<file path="src/hdl/assert_macros.svh">
// Assertion macros shared by the console writer modules.
// Each macro expects signals named clk and rst_n in the using module.
`ifndef ASSERT_MACROS_SVH
`define ASSERT_MACROS_SVH

// Property that must hold at every clock edge outside reset.
`define TMCW_ASSERT(label, prop, msg) \
  label: assert property (@(posedge clk) disable iff (!rst_n) (prop)) \
    else $error(msg);

// When the first expression holds, the second must hold in the next cycle.
`define TMCW_ASSERT_NXT(label, ante, cons, msg) \
  label: assert property (@(posedge clk) disable iff (!rst_n) (ante) |=> (cons)) \
    else $error(msg);

`endif

</file>
<file path="src/hdl/tmcw_pkg.sv">
// Shared types and constants of the text-mode console writer.
// No dependencies; the module files refer to it by scoped names.
package tmcw_pkg;

  // Field widths.
  localparam int POS_W  = 11;
  localparam int CHAR_W = 8;
  localparam int OPC_W  = 2;

  // Attribute stored in every cell after reset.
  localparam logic [CHAR_W-1:0] ATTR_RESET = 8'd7;

  // Request opcodes.
  localparam logic [OPC_W-1:0] OPC_PUT   = 2'd0;
  localparam logic [OPC_W-1:0] OPC_CLEAR = 2'd1;
  localparam logic [OPC_W-1:0] OPC_READ  = 2'd2;

  // Bytes that start a new line.
  localparam logic [CHAR_W-1:0] CHAR_LF = 8'd10;
  localparam logic [CHAR_W-1:0] CHAR_CR = 8'd13;

  // Configuration register index, taken from paddr[2].
  localparam logic REG_CELL_ATTR = 1'b0;

  // Command queue between front and back.
  localparam int Q_DEPTH = 4;
  localparam int Q_PTR_W = 2;

  // Classified command kinds.
  typedef enum logic [2:0] {
    CMD_PUT     = 3'd0,
    CMD_NEWLINE = 3'd1,
    CMD_CLEAR   = 3'd2,
    CMD_READ    = 3'd3,
    CMD_NOP     = 3'd4
  } cmd_op_t;

  // One classified request as it travels through the queue.
  typedef struct packed {
    cmd_op_t             op;
    logic [CHAR_W-1:0]   ch;
    logic [POS_W-1:0]    idx;
    logic                hit;
  } cmd_t;

endpackage

</file>
<file path="src/hdl/tmcw_front.sv">
// Front end of the console writer: accepts requests and classifies them.
// Depends on tmcw_pkg; feeds tmcw_queue.
module tmcw_front #(
  parameter int SCREEN_COLUMNS = 80,
  parameter int SCREEN_ROWS    = 25
) (
  input  logic                        clk,
  input  logic                        rst_n,
  input  logic                        in_valid,
  output logic                        in_ready,
  input  logic [tmcw_pkg::OPC_W-1:0]  in_opcode,
  input  logic [tmcw_pkg::CHAR_W-1:0] in_char_code,
  input  logic [tmcw_pkg::POS_W-1:0]  in_cell_index,
  input  logic                        q_full,
  input  logic                        init_busy,
  output logic                        q_push,
  output tmcw_pkg::cmd_t              q_cmd
);

  localparam int CELLS = SCREEN_COLUMNS * SCREEN_ROWS;
  localparam int CW    = $clog2(CELLS + 1);
  localparam int XW    = (CW > tmcw_pkg::POS_W) ? CW : tmcw_pkg::POS_W;

  logic is_newline;

  // Take a request only once the screen store is initialized and the queue has room.
  assign in_ready = !init_busy && !q_full;
  assign q_push   = in_valid && in_ready;

  // Sort the request into the kind of work the back end performs.
  assign is_newline = (in_char_code == tmcw_pkg::CHAR_LF) ||
                      (in_char_code == tmcw_pkg::CHAR_CR);

  always_comb begin
    q_cmd.ch  = in_char_code;
    q_cmd.idx = in_cell_index;
    q_cmd.hit = XW'(in_cell_index) < XW'(CELLS);
    case (in_opcode)
      tmcw_pkg::OPC_PUT: begin
        q_cmd.op = is_newline ? tmcw_pkg::CMD_NEWLINE : tmcw_pkg::CMD_PUT;
      end
      tmcw_pkg::OPC_CLEAR: begin
        q_cmd.op = tmcw_pkg::CMD_CLEAR;
      end
      tmcw_pkg::OPC_READ: begin
        q_cmd.op = tmcw_pkg::CMD_READ;
      end
      default: begin
        q_cmd.op = tmcw_pkg::CMD_NOP;
      end
    endcase
  end

  `include "assert_macros.svh"

  // No request enters while the store is being initialized.
  `TMCW_ASSERT(a_no_push_in_init, !(q_push && init_busy), "push during init")
  // A pushed command never lands in a full queue.
  `TMCW_ASSERT(a_no_push_full, !(q_push && q_full), "push into full queue")
  // A read flagged in range names a real cell.
  `TMCW_ASSERT(a_hit_range, !q_cmd.hit || (int'(in_cell_index) < CELLS), "bad range flag")

endmodule

</file>
<file path="config.mk">
export PLATFORM = sky130hd
export DESIGN_NAME = tmcw_front
export DESIGN_NICKNAME = d
export VERILOG_FILES = /design/src/hdl/tmcw_pkg.sv /design/src/hdl/tmcw_front.sv
export VERILOG_INCLUDE_DIRS = /design/src /design/src/hdl
export SDC_FILE = /design/constraint.sdc
export NUM_CORES = 1
export LEC_CHECK = 0
export BUFFER_PORTS_ARGS = -buffer_cell sky130_fd_sc_hd__clkbuf_2
export CAP_MARGIN = 20
export CORE_AREA = 5 5 42 44
export DETAILED_ROUTE_END_ITERATION = 7
export DIE_AREA = 0 0 47 49
export PLACE_DENSITY = 0.75
export RECOVER_POWER = 25
export SLEW_MARGIN = 10
export SYNTH_ARGS = -nofsm -noshare
export SYNTH_HDL_FRONTEND = slang
export SYNTH_SLANG_ARGS = --single-unit
</file>
<file path="constraint.sdc">
create_clock -name vclk -period 1.6
set_clock_uncertainty 0.15 [all_clocks]
set_input_delay 0.32 -clock vclk [all_inputs]
set_output_delay 0.32 -clock vclk [all_outputs]
set_load 0.01 [all_outputs]
</file>
# Yosys cells after proc, flatten, opt, wreduce, memory -nomap -nowiden
# Index checks and enable logic that the tools add are counted.
# op_classes
addsub	0
multipliers	0
n_div	0
order_cmp	1
n_eq_ne	4
shift	0
mux	2
n_bitwise	0
reduce_logical	6
# op_table
operator	count
== test 8 x 4 -> 1 bit, second input constant	2
less-than comparator 11 bit, second input constant	1
case mux 3 bit (3 select lines)	1
== test 2 x 1 -> 1 bit, second input constant	1
== test 2 bit, second input constant	1
logical AND 1 bit	2
zero test 1 bit	2
zero test 2 bit	1
logical OR 1 bit	1
two-way mux 1 bit	1
# totals
register_bits	0
latchBits	0
ramBits	0
mem_bits_ro	0
input_bits	26
out_inout_bits	25
elab_cells	13
memories	0

# Longest topological paths before layout
# depth
word_depth	4
mapped_depth	4
mapped_depth_nobuf	4

# Worst setup path before layout
# OpenSTA, ideal clock, no wires.
# synth_path
path_type	input port to output port
from	input in_char_code[5] (netlist bit)
to	output q_cmd[20] (netlist bit)
t_arrival_ns	0.825
required_time_ns	1.130
setup_slack_ns	0.305
cell_stages	3
n_path_buf	0
cell_sequence	nor4_2 > nand4_1 > o22ai_2
# synth_lines
item	line	source
start, declared	tmcw_front.sv:12	input logic [tmcw_pkg::CHAR_W-1:0] in_char_code,
end, declared	tmcw_front.sv:17	output tmcw_pkg::cmd_t q_cmd

==> impl_metrics.py <==
metrics = {
    "synthesis": {
        "netlist.area_leader.share": 0.570,
        "syn-cell-area_um2": 250,
        "synth_cells": 33,
        "yosysWarnings": 0,
        "seq_area_frac_synth": 0,
        "yosys-top-cells-area": "buf_4 57%, ha_1 10%, nor4_2 5.0%",
        "syn_nets": 61,
        "avgSynthCellArea_um2": 7.58,
        "yosysTopAreaCell": "buf_4",
        "ys_types": 13,
    },
    "global_routing": {
        "grt_pass1_wl_um": 917,
        "grt_pass1_vias": 239,
        "grt_max_degree": 4,
        "grt_overflow": 0,
        "grt.total_usage": 0.0484,
        "grt_antenna_before_repair": 0,
    },
    "die": {
        "io-pin-count": 51,
        "placementRows": 14,
        "start_util": 0.179,
        "die_w_um": 47,
        "die-area_um2": 2300,
        "core_area_um2": 1400,
        "die_h_um": 49,
    },
    "run_status": {
        "outcome": "finished clean",
    },
    "routing": {
        "vias": 273,
        "viasPerCell": 3.85,
        "drc": 0,
        "postRouteWirelength_um": 652,
        "avgRoutedWirePerCell_um": 9.18,
        "antenna_left": 0,
        "dr.pass1.iters": 1,
        "drt_iter0_markers": 0,
    },
    "placed_design": {
        "hpwl_um": 659,
        "globalplace.congestion": 0.561,
        "port_buffers": 41,
    },
    "power": {
        "cellLeakagePower_nw": 0.212,
        "power_mw": 0.0861,
        "cellPowerDensity_nw_per_um2": 254,
        "peakVddDrop_uv": 53.5,
    },
    "hold_path": {
        "hold_path_class": "in -> out",
        "hold_start": "in_cell_index[0]",
        "hold_path_depth": 0,
        "hold_end": "q_cmd[1]",
    },
    "layout": {
        "regArea_um2": 0,
        "n_clock_buffer": 0,
        "drive_above_1_share": 0.745,
        "design.seq.count": 0,
        "final_cell_mix": "38 x clkbuf_2, 2 x inv_1, 2 x ha_1, 2 x clkbuf_1",
        "nets": 85,
        "final_common_cell": "clkbuf_2",
        "area_growth_pct": 35.5,
        "nFillCells": 171,
        "diodes": 0,
        "multiInputGateArea_um2": 109,
    },
    "setup_path": {
        "critPathMaxFanout": 2,
        "critPathKind": "in -> out",
        "crit_required_ns": 1.13,
        "crit_arrival_ns": 1.09,
        "start_kind": "input port",
        "critPathCaptureType": "output pin",
    },
    "clock_network": {
        "post_cts_buffers": 0,
        "cts_hold_buf": 0,
    },
    "timing": {
        "relSlewSlack": 0.864,
        "whs_ns": 0.490,
        "tightest_slew_ns": 0.203,
        "finalHoldViolCount": 0,
        "rsz0062_at_grt": "yes",
        "period_needed_ns": 1.56,
        "timing.final.crit_share": 0.973,
        "slew_viol_final": 0,
        "fmax_mhz": 643,
        "setup_viol": 0,
    },
    "run": {
        "drv_cap": 0,
    },
}
per-stage QoR:
stage	instances	TNS (ns)	instance area (um2)	setup slack [ns]	utilization
5_1_grt	71	-0.0123	339	-0.0123	0.242
6_report	71	0	339	0.0437	0.242
4_1_cts	71	0	342	0.00856	0.244
3_5_place_dp	71	-0.00302	333	-0.00302	0.238
2_1_floorplan	33	0	250	0.305	-
3_3_place_gp	71	0	333	0.0270	0.238
per-layer routing:
| layer | wire, um | part of all wire | global-route usage | vias to the layer above |
|---|---|---|---|---|
| li1 | - | - | - | 138 |
| met1 | 170 | 0.26 | 0.0478 | 117 |
| met2 | 363 | 0.56 | 0.104 | 18 |
| met3 | 119 | 0.18 | 0 | 0 |
| met4 | 0 | 0 | 0.00461 | 0 |
| met5 | 0 | 0 | 0 | - |
synthesized netlist by cell type (all sizes together):
cell and n:
buf 19, nor2 1, nand4 1, ha 2, inv 2, o2111ai 1
and3 1, a21oi 1, nor4 1, and2 1, nor3b 1, o22ai 1
nor2b 1
area by class of cell:
class	instances	area share
tap	16	0.0590
inverter	2	0.0221
timing repair buffer	41	0.598
multi-input combinational	12	0.321
cell families (layout without fill, tap and decap cells):
logic type | Yosys count | after routing | synth area share
AND/OR/NAND/NOR | 7 | 7 | 0.195
buffers and inverters | 21 | 43 | 0.600
adder cells (fa/ha/maj) | 2 | 2 | 0.100
AO/OA/AOI/OAI | 3 | 3 | 0.105
where the power goes:
| part | internal, mW | switching [mW] |
|---|---|---|
| registers | 0 | 0 |
| clock network | 0 | 0 |
| logic | 0.0419 | 0.0443 |
| total | 0.0419 | 0.0443 |
repair_timing:
item                       4_1_cts  5_1_grt
pin swaps                        0        1
resized for setup                1        1
setup endpoints to repair        1        1
worst max path at each step:
stage	start	to	slack (ns)	depth (start not counted)
after floorplan	in_char_code[5]	q_cmd[20]	0.30	3
after global placement	in_char_code[5]	q_cmd[20]	0.03	5
after detailed placement	in_char_code[5]	q_cmd[20]	-0.003	5
after CTS	in_char_code[5]	q_cmd[20]	0.009	5
after global routing	in_char_code[5]	q_cmd[20]	-0.01	5
final	in_char_code[5]	q_cmd[20]	0.04	5
worst max-delay path: stages:
cell      delay [ns]
clkbuf_2        0.11
nor4_4          0.27
nand4_1         0.13
o22ai_2         0.10
buf_2           0.15
Power figures use the tool's default switching activity.
