==> config.mk <==
export PLATFORM = sky130hd
export DESIGN_NAME = tmcw_queue
export DESIGN_NICKNAME = d
export VERILOG_FILES = /design/src/hdl/assert_macros.svh /design/src/hdl/tmcw_pkg.sv /design/src/hdl/tmcw_queue.sv
export SDC_FILE = /design/constraint.sdc
export NUM_CORES = 1
export LEC_CHECK = 0
export ABC_AREA = 1
export BUFFER_PORTS_ARGS = -buffer_cell sky130_fd_sc_hd__buf_2
export CAP_MARGIN = 20
export CORE_AREA = 2 2 122 124
export DETAILED_ROUTE_END_ITERATION = 10
export DIE_AREA = 0 0 124 126
export GPL_TIMING_DRIVEN = 0
export PLACE_DENSITY_LB_ADDON = 0.25
export SETUP_SLACK_MARGIN = 0.1
export SYNTH_ARGS = -nofsm -noshare
export SYNTH_HDL_FRONTEND = slang
export SYNTH_SLANG_ARGS = --single-unit
==> constraint.sdc <==
create_clock -name clk -period 1.8 [get_ports clk]
set_input_delay 0.18 -clock clk [delete_from_list [all_inputs] [get_ports clk]]
set_output_delay 0.18 -clock clk [all_outputs]
set_load 0.005 [all_outputs]
==> src/hdl/assert_macros.svh <==
// Assertion macros shared by the console writer modules.
// Each macro expects signals named clk and rst_n in the using module.
`ifndef ASSERT_MACROS_SVH
`define ASSERT_MACROS_SVH

// Property that must hold at every clock edge outside reset.
`define TMCW_ASSERT(label, prop, msg) \
  label: assert property (@(posedge clk) disable iff (!rst_n) (prop)) \
    else $error(msg);

// When the first expression holds, the second must hold in the next cycle.
`define TMCW_ASSERT_NXT(label, ante, cons, msg) \
  label: assert property (@(posedge clk) disable iff (!rst_n) (ante) |=> (cons)) \
    else $error(msg);

`endif

==> src/hdl/tmcw_pkg.sv <==
// Shared types and constants of the text-mode console writer.
// No dependencies; the module files refer to it by scoped names.
package tmcw_pkg;

  // Field widths.
  localparam int POS_W  = 11;
  localparam int CHAR_W = 8;
  localparam int OPC_W  = 2;

  // Attribute stored in every cell after reset.
  localparam logic [CHAR_W-1:0] ATTR_RESET = 8'd7;

  // Request opcodes.
  localparam logic [OPC_W-1:0] OPC_PUT   = 2'd0;
  localparam logic [OPC_W-1:0] OPC_CLEAR = 2'd1;
  localparam logic [OPC_W-1:0] OPC_READ  = 2'd2;

  // Bytes that start a new line.
  localparam logic [CHAR_W-1:0] CHAR_LF = 8'd10;
  localparam logic [CHAR_W-1:0] CHAR_CR = 8'd13;

  // Configuration register index, taken from paddr[2].
  localparam logic REG_CELL_ATTR = 1'b0;

  // Command queue between front and back.
  localparam int Q_DEPTH = 4;
  localparam int Q_PTR_W = 2;

  // Classified command kinds.
  typedef enum logic [2:0] {
    CMD_PUT     = 3'd0,
    CMD_NEWLINE = 3'd1,
    CMD_CLEAR   = 3'd2,
    CMD_READ    = 3'd3,
    CMD_NOP     = 3'd4
  } cmd_op_t;

  // One classified request as it travels through the queue.
  typedef struct packed {
    cmd_op_t             op;
    logic [CHAR_W-1:0]   ch;
    logic [POS_W-1:0]    idx;
    logic                hit;
  } cmd_t;

endpackage

==> src/hdl/tmcw_queue.sv <==
// Short command queue that decouples the front end from the back end.
// Depends on tmcw_pkg for the command type and depth.
module tmcw_queue (
  input  logic           clk,
  input  logic           rst_n,
  input  logic           push,
  input  tmcw_pkg::cmd_t push_cmd,
  input  logic           pop,
  output tmcw_pkg::cmd_t head_cmd,
  output logic           full,
  output logic           empty
);

  tmcw_pkg::cmd_t                slot_r [tmcw_pkg::Q_DEPTH];
  logic [tmcw_pkg::Q_PTR_W-1:0]  wr_ptr_r, wr_ptr_nxt;
  logic [tmcw_pkg::Q_PTR_W-1:0]  rd_ptr_r, rd_ptr_nxt;
  logic [tmcw_pkg::Q_PTR_W:0]    count_r, count_nxt;

  assign full     = count_r == (tmcw_pkg::Q_PTR_W + 1)'(tmcw_pkg::Q_DEPTH);
  assign empty    = count_r == '0;
  assign head_cmd = slot_r[rd_ptr_r];

  // Pointer and fill count updates.
  always_comb begin
    wr_ptr_nxt = push ? wr_ptr_r + 1'b1 : wr_ptr_r;
    rd_ptr_nxt = pop  ? rd_ptr_r + 1'b1 : rd_ptr_r;
    count_nxt  = count_r;
    if (push && !pop) begin
      count_nxt = count_r + 1'b1;
    end else if (pop && !push) begin
      count_nxt = count_r - 1'b1;
    end
  end

  always_ff @(posedge clk) begin
    if (!rst_n) begin
      wr_ptr_r <= '0;
      rd_ptr_r <= '0;
      count_r  <= '0;
    end else begin
      wr_ptr_r <= wr_ptr_nxt;
      rd_ptr_r <= rd_ptr_nxt;
      count_r  <= count_nxt;
    end
  end

  // Queue storage.
  always_ff @(posedge clk) begin
    if (push) begin
      slot_r[wr_ptr_r] <= push_cmd;
    end
  end

endmodule

Word-level counts from Yosys, hierarchy flattened
Memories as Yosys holds them, arrays and structs flattened. A register that Yosys moved wholly into a read port is not among the register bits. Index checks and enable logic that the tools add are counted.

Bits in registers: 7. Output and inout bits: 25. RAM bits: 92. Bits of input ports: 27. Memories: 1.

Memories: slot_r (words 4, width 23, read ports 1, clocked after Yosys merged registers in 1, wr ports 1, RTL line tmcw_queue.sv:14) `tmcw_pkg::cmd_t slot_r [tmcw_pkg::Q_DEPTH];`.

Eq/ne operators: 1. Mux-type cells: 6. Reductions and logical operators: 6. Add/sub/neg operators: 4.

Operators with widths (number): $mux 3 (2); $add 2x1->2 const B (2); $mux 2 (2); $add 3x1->3 const B (1); $eq 3x3->1 const B (1); $logic_not 3->1 (1); $sub 3x1->3 const B (1); $logic_and 1x1->1 (2); $logic_not 1->1 (2); $mux 1 (2); $reduce_bool 2->1 (1).

Longest topological paths before layout
Depth in word-level cells: 4. Mapped depth: 10. Gate-level depth less buffers: 10.

Worst setup path after synthesis
No wires, ideal clock.

Kind: register -> register. From: reg wr_ptr_r[0] (netlist name). To: mem slot_r[2][0] (netlist name) (enable). Data required time: 1.422 ns. Period minus slack after synthesis: 1.428 ns. Setup slack: 0.372 ns. Buffers on the path: 0. Stages on the path, launching flop included: 5. Data arrival time: 1.050 ns. Path through: dfxtp_1 inv_1 ha_1 nand2_1 inv_1.

RTL lines: start: declaration (RTL line tmcw_queue.sv:15) `logic [tmcw_pkg::Q_PTR_W-1:0] wr_ptr_r, wr_ptr_nxt;`; start signal: assignment (RTL line tmcw_queue.sv:41) `wr_ptr_r <= wr_ptr_nxt;`; end: declaration (RTL line tmcw_queue.sv:14).

No word-level cell before the write port.

==> out/summary.txt <==
outcome: completed
Final Wtd Congestion: 0.708
clock root cell: clkbuf_16
critical path's slowest cell: dfxtp_2
worst-margin pin slew: 551 ps
DP Area: 4720 um2
critical path startpoint category: register
htree depth: 3
Synth Warn #: 0
Final Instance Area: 5120 um2
final setup fails: 0
clk buf depth: 2
clock-pin slew on the worst setup and hold paths: 70 ps
setup TNS: 0 ps
total gr overflow: 0
Die X-Extent: 124 um
initial antenna violation count: 0
final hold violations: 0
CTS Buf Count: 9
Core Region: 14300 um2
# hold bufs at CTS: 0
Period minus WS final: 1660 ps
Port Buffers: 51
PD cells: 1030 nW/um2
NumNets Final: 382
synthesized area per cell: 14.9 um2
initial detailed-routing violation count: 93
Vias: 2354
Netlist cell types: 26
HPWL after DPL: 5380 um
Mapped Nets: 313
Worst Path Required: 1620 ps
max_cap viols: 0
Antenna Nets Post-Route: 0
Finished Core Util: 35.7%
worst relative slew slack: 63.2%
DRT Pass-1 Iters: 4
final worst-path cycle share: 92.0%
Peak VDD IR: 433 uV
aggregate routed wire length: 8690 um
FF+latch count, synth: 101
critical path endpoint category: primary output
aggregate global-route resource usage: 11.5%
clock sinks: 101
die area: 15600 um2
unrepaired setup endpoints after global routing: yes
worst endpoint data arrival time: 1480 ps
Hold Path Class: input pin to register
row count: 44
instance count of the mapped netlist: 280
clk_lat worst skew: 340 ps
max-slew violations: 0
first-pass GRT wire length: 13100 um
Mapped Area: 4180 um2
Avg Vias per Cell: 4.38
Antenna diodes: 0
Starting Density: 29.2%
drt wl/cell: 16.2 um
clk_skew: 7.02 ps
Lkg Pwr: 1.83 nW
maximum fanout along the worst path: 11
sequential share of the synthesized area: 70.4%
vias in the first global route: 2405
CP cell instances: buf_6 > inv_12 > buf_12 > nor2_2 > o22ai_1 > buf_2
largest net degree at the start of global routing: 24
CTS tree: yes
Setup CP Type: register to primary output
Die Y: 126 um
Area growth syn-to-layout: 22.3%
layout cells sized above 1: 42.5%
drt drc: 0
Highest Clock Rate: 604 MHz
IO Count: 52
CP peak stage delay: 340 ps
==> layout by cell type, fill, tap and decap left out, types with 9 or more instances in the layout <==
master	instances
buf_2	52
nor2_1	28
nor2_2	17
o21ai_2	17
nand2_1	9
clkbuf_16	10
inv_1	10
o21ai_0	33
edfxtp_1	92
o22ai_2	16
==> metrics by stage <==
| stage | power, W | cells | hold slack, ps | setup slack [ps] |
|---|---|---|---|---|
| after floorplan | 0.00311 | 280 | 279 | 372 |
| after global placement | 0.00335 | 515 | 394 | -89.2 |
| after detailed placement | 0.00337 | 517 | 398 | -48.8 |
| after CTS | 0.00530 | 534 | 38.0 | 91.3 |
| after global routing | 0.00545 | 537 | 43.8 | 87.8 |
| final | 0.00526 | 537 | 47.3 | 143 |
==> registers in the layout, indices dropped and copies added, names as in the netlist, named ones only <==
name / count
wr_ptr_r: 2
slot_r: 92
count_r: 3
rd_ptr_r: 2
==> cell usage after synthesis <==
cell type	instances	area (um2)
inv_1	12	45.0
o22ai_1	7	43.8
a21oi_1	4	20.0
buf_8	1	15.0
clkbuf_4	3	22.5
nand4_1	1	6.26
dfxtp_1	9	180
fa_1	1	20.0
dlymetal6s2s_1	1	12.5
nor3_1	2	10.0
buf_2	2	10.0
buf_12	4	80.1
nor2_2	17	106
o22ai_2	16	200
nand3_1	1	5.00
o21ai_0	35	175
nor2_1	28	105
edfxtp_1	92	2760
ha_1	5	62.6
nor2_4	6	67.6
inv_2	4	15.0
buf_4	1	7.51
o21ai_2	17	149
buf_6	1	11.3
nand2_1	9	33.8
inv_12	1	16.3
==> final cells by class <==
class,instances,area (um2)
tap,184,230
buffer,13,180
timing repair inverter,2,15.0
clock buffer,9,225
inverter,17,83.8
clock inverter,6,71.3
multi-input combinational,149,1000
sequential,101,2950
timing repair buffer,56,360
fill,1380,9200
==> kinds of logic (layout without fill, tap and decap cells) <==
family	Yosys count	after routing	share of synthesized area [%]
AND/OR/NAND/NOR	64	64	7.99
buffers and inverters	30	103	5.62
flip-flops	101	101	70.4
adder cells (fa/ha/maj)	6	6	1.97
AO/OA/AOI/OAI	79	79	14.1
==> report_power, final <==
group          leakage, nW  internal [W]  switching [W]
combinational        0.769      0.000270       0.000357
sequential           0.920       0.00267      0.0000386
clock                0.139       0.00108       0.000845
total                 1.83       0.00402        0.00124
==> path summary, 6_finish.rpt <==
kind	from	to	slack, ps	cells after the start
setup reg to reg	wr_ptr_r[0]	slot_r[2][3]	210	4
hold / removal	push_cmd[17]	slot_r[2][17]	50	1
hold reg to reg	rd_ptr_r[1]	register	440	1
setup / recovery	register	head_cmd[2]	140	6
==> per-layer routing <==
metal | share of wire (%) | GRT usage [%] | vias up | routed length (um)
met3 | 4.0 | 2.76 | 12 | 344
met4 | 1.8 | 4.56 | 0 | 158
li1 | - | - | 1160 | -
met5 | 0 | 0 | - | 0
met2 | 49 | 18.4 | 38 | 4230
met1 | 46 | 15.0 | 1144 | 3960
==> worst max-delay path, delay by kind of cell (launching register included) <==
family                 cells  cell delay, ps
AOI/OAI and AO/OA          1             200
DFF                        1             340
and+or+nand+nor            1              40
buffers and inverters      4             560
==> timing repair <==
action | 4_1_cts | 5_1_grt
hold endpoints to repair | 0 | 0
gates cloned | 1 | 3
setup buffers | 1 | 0
resized for setup | 7 | 7
endpoints found under the setup margin | 61 | 34
Note: power is estimated with default switching activity, not from simulation.
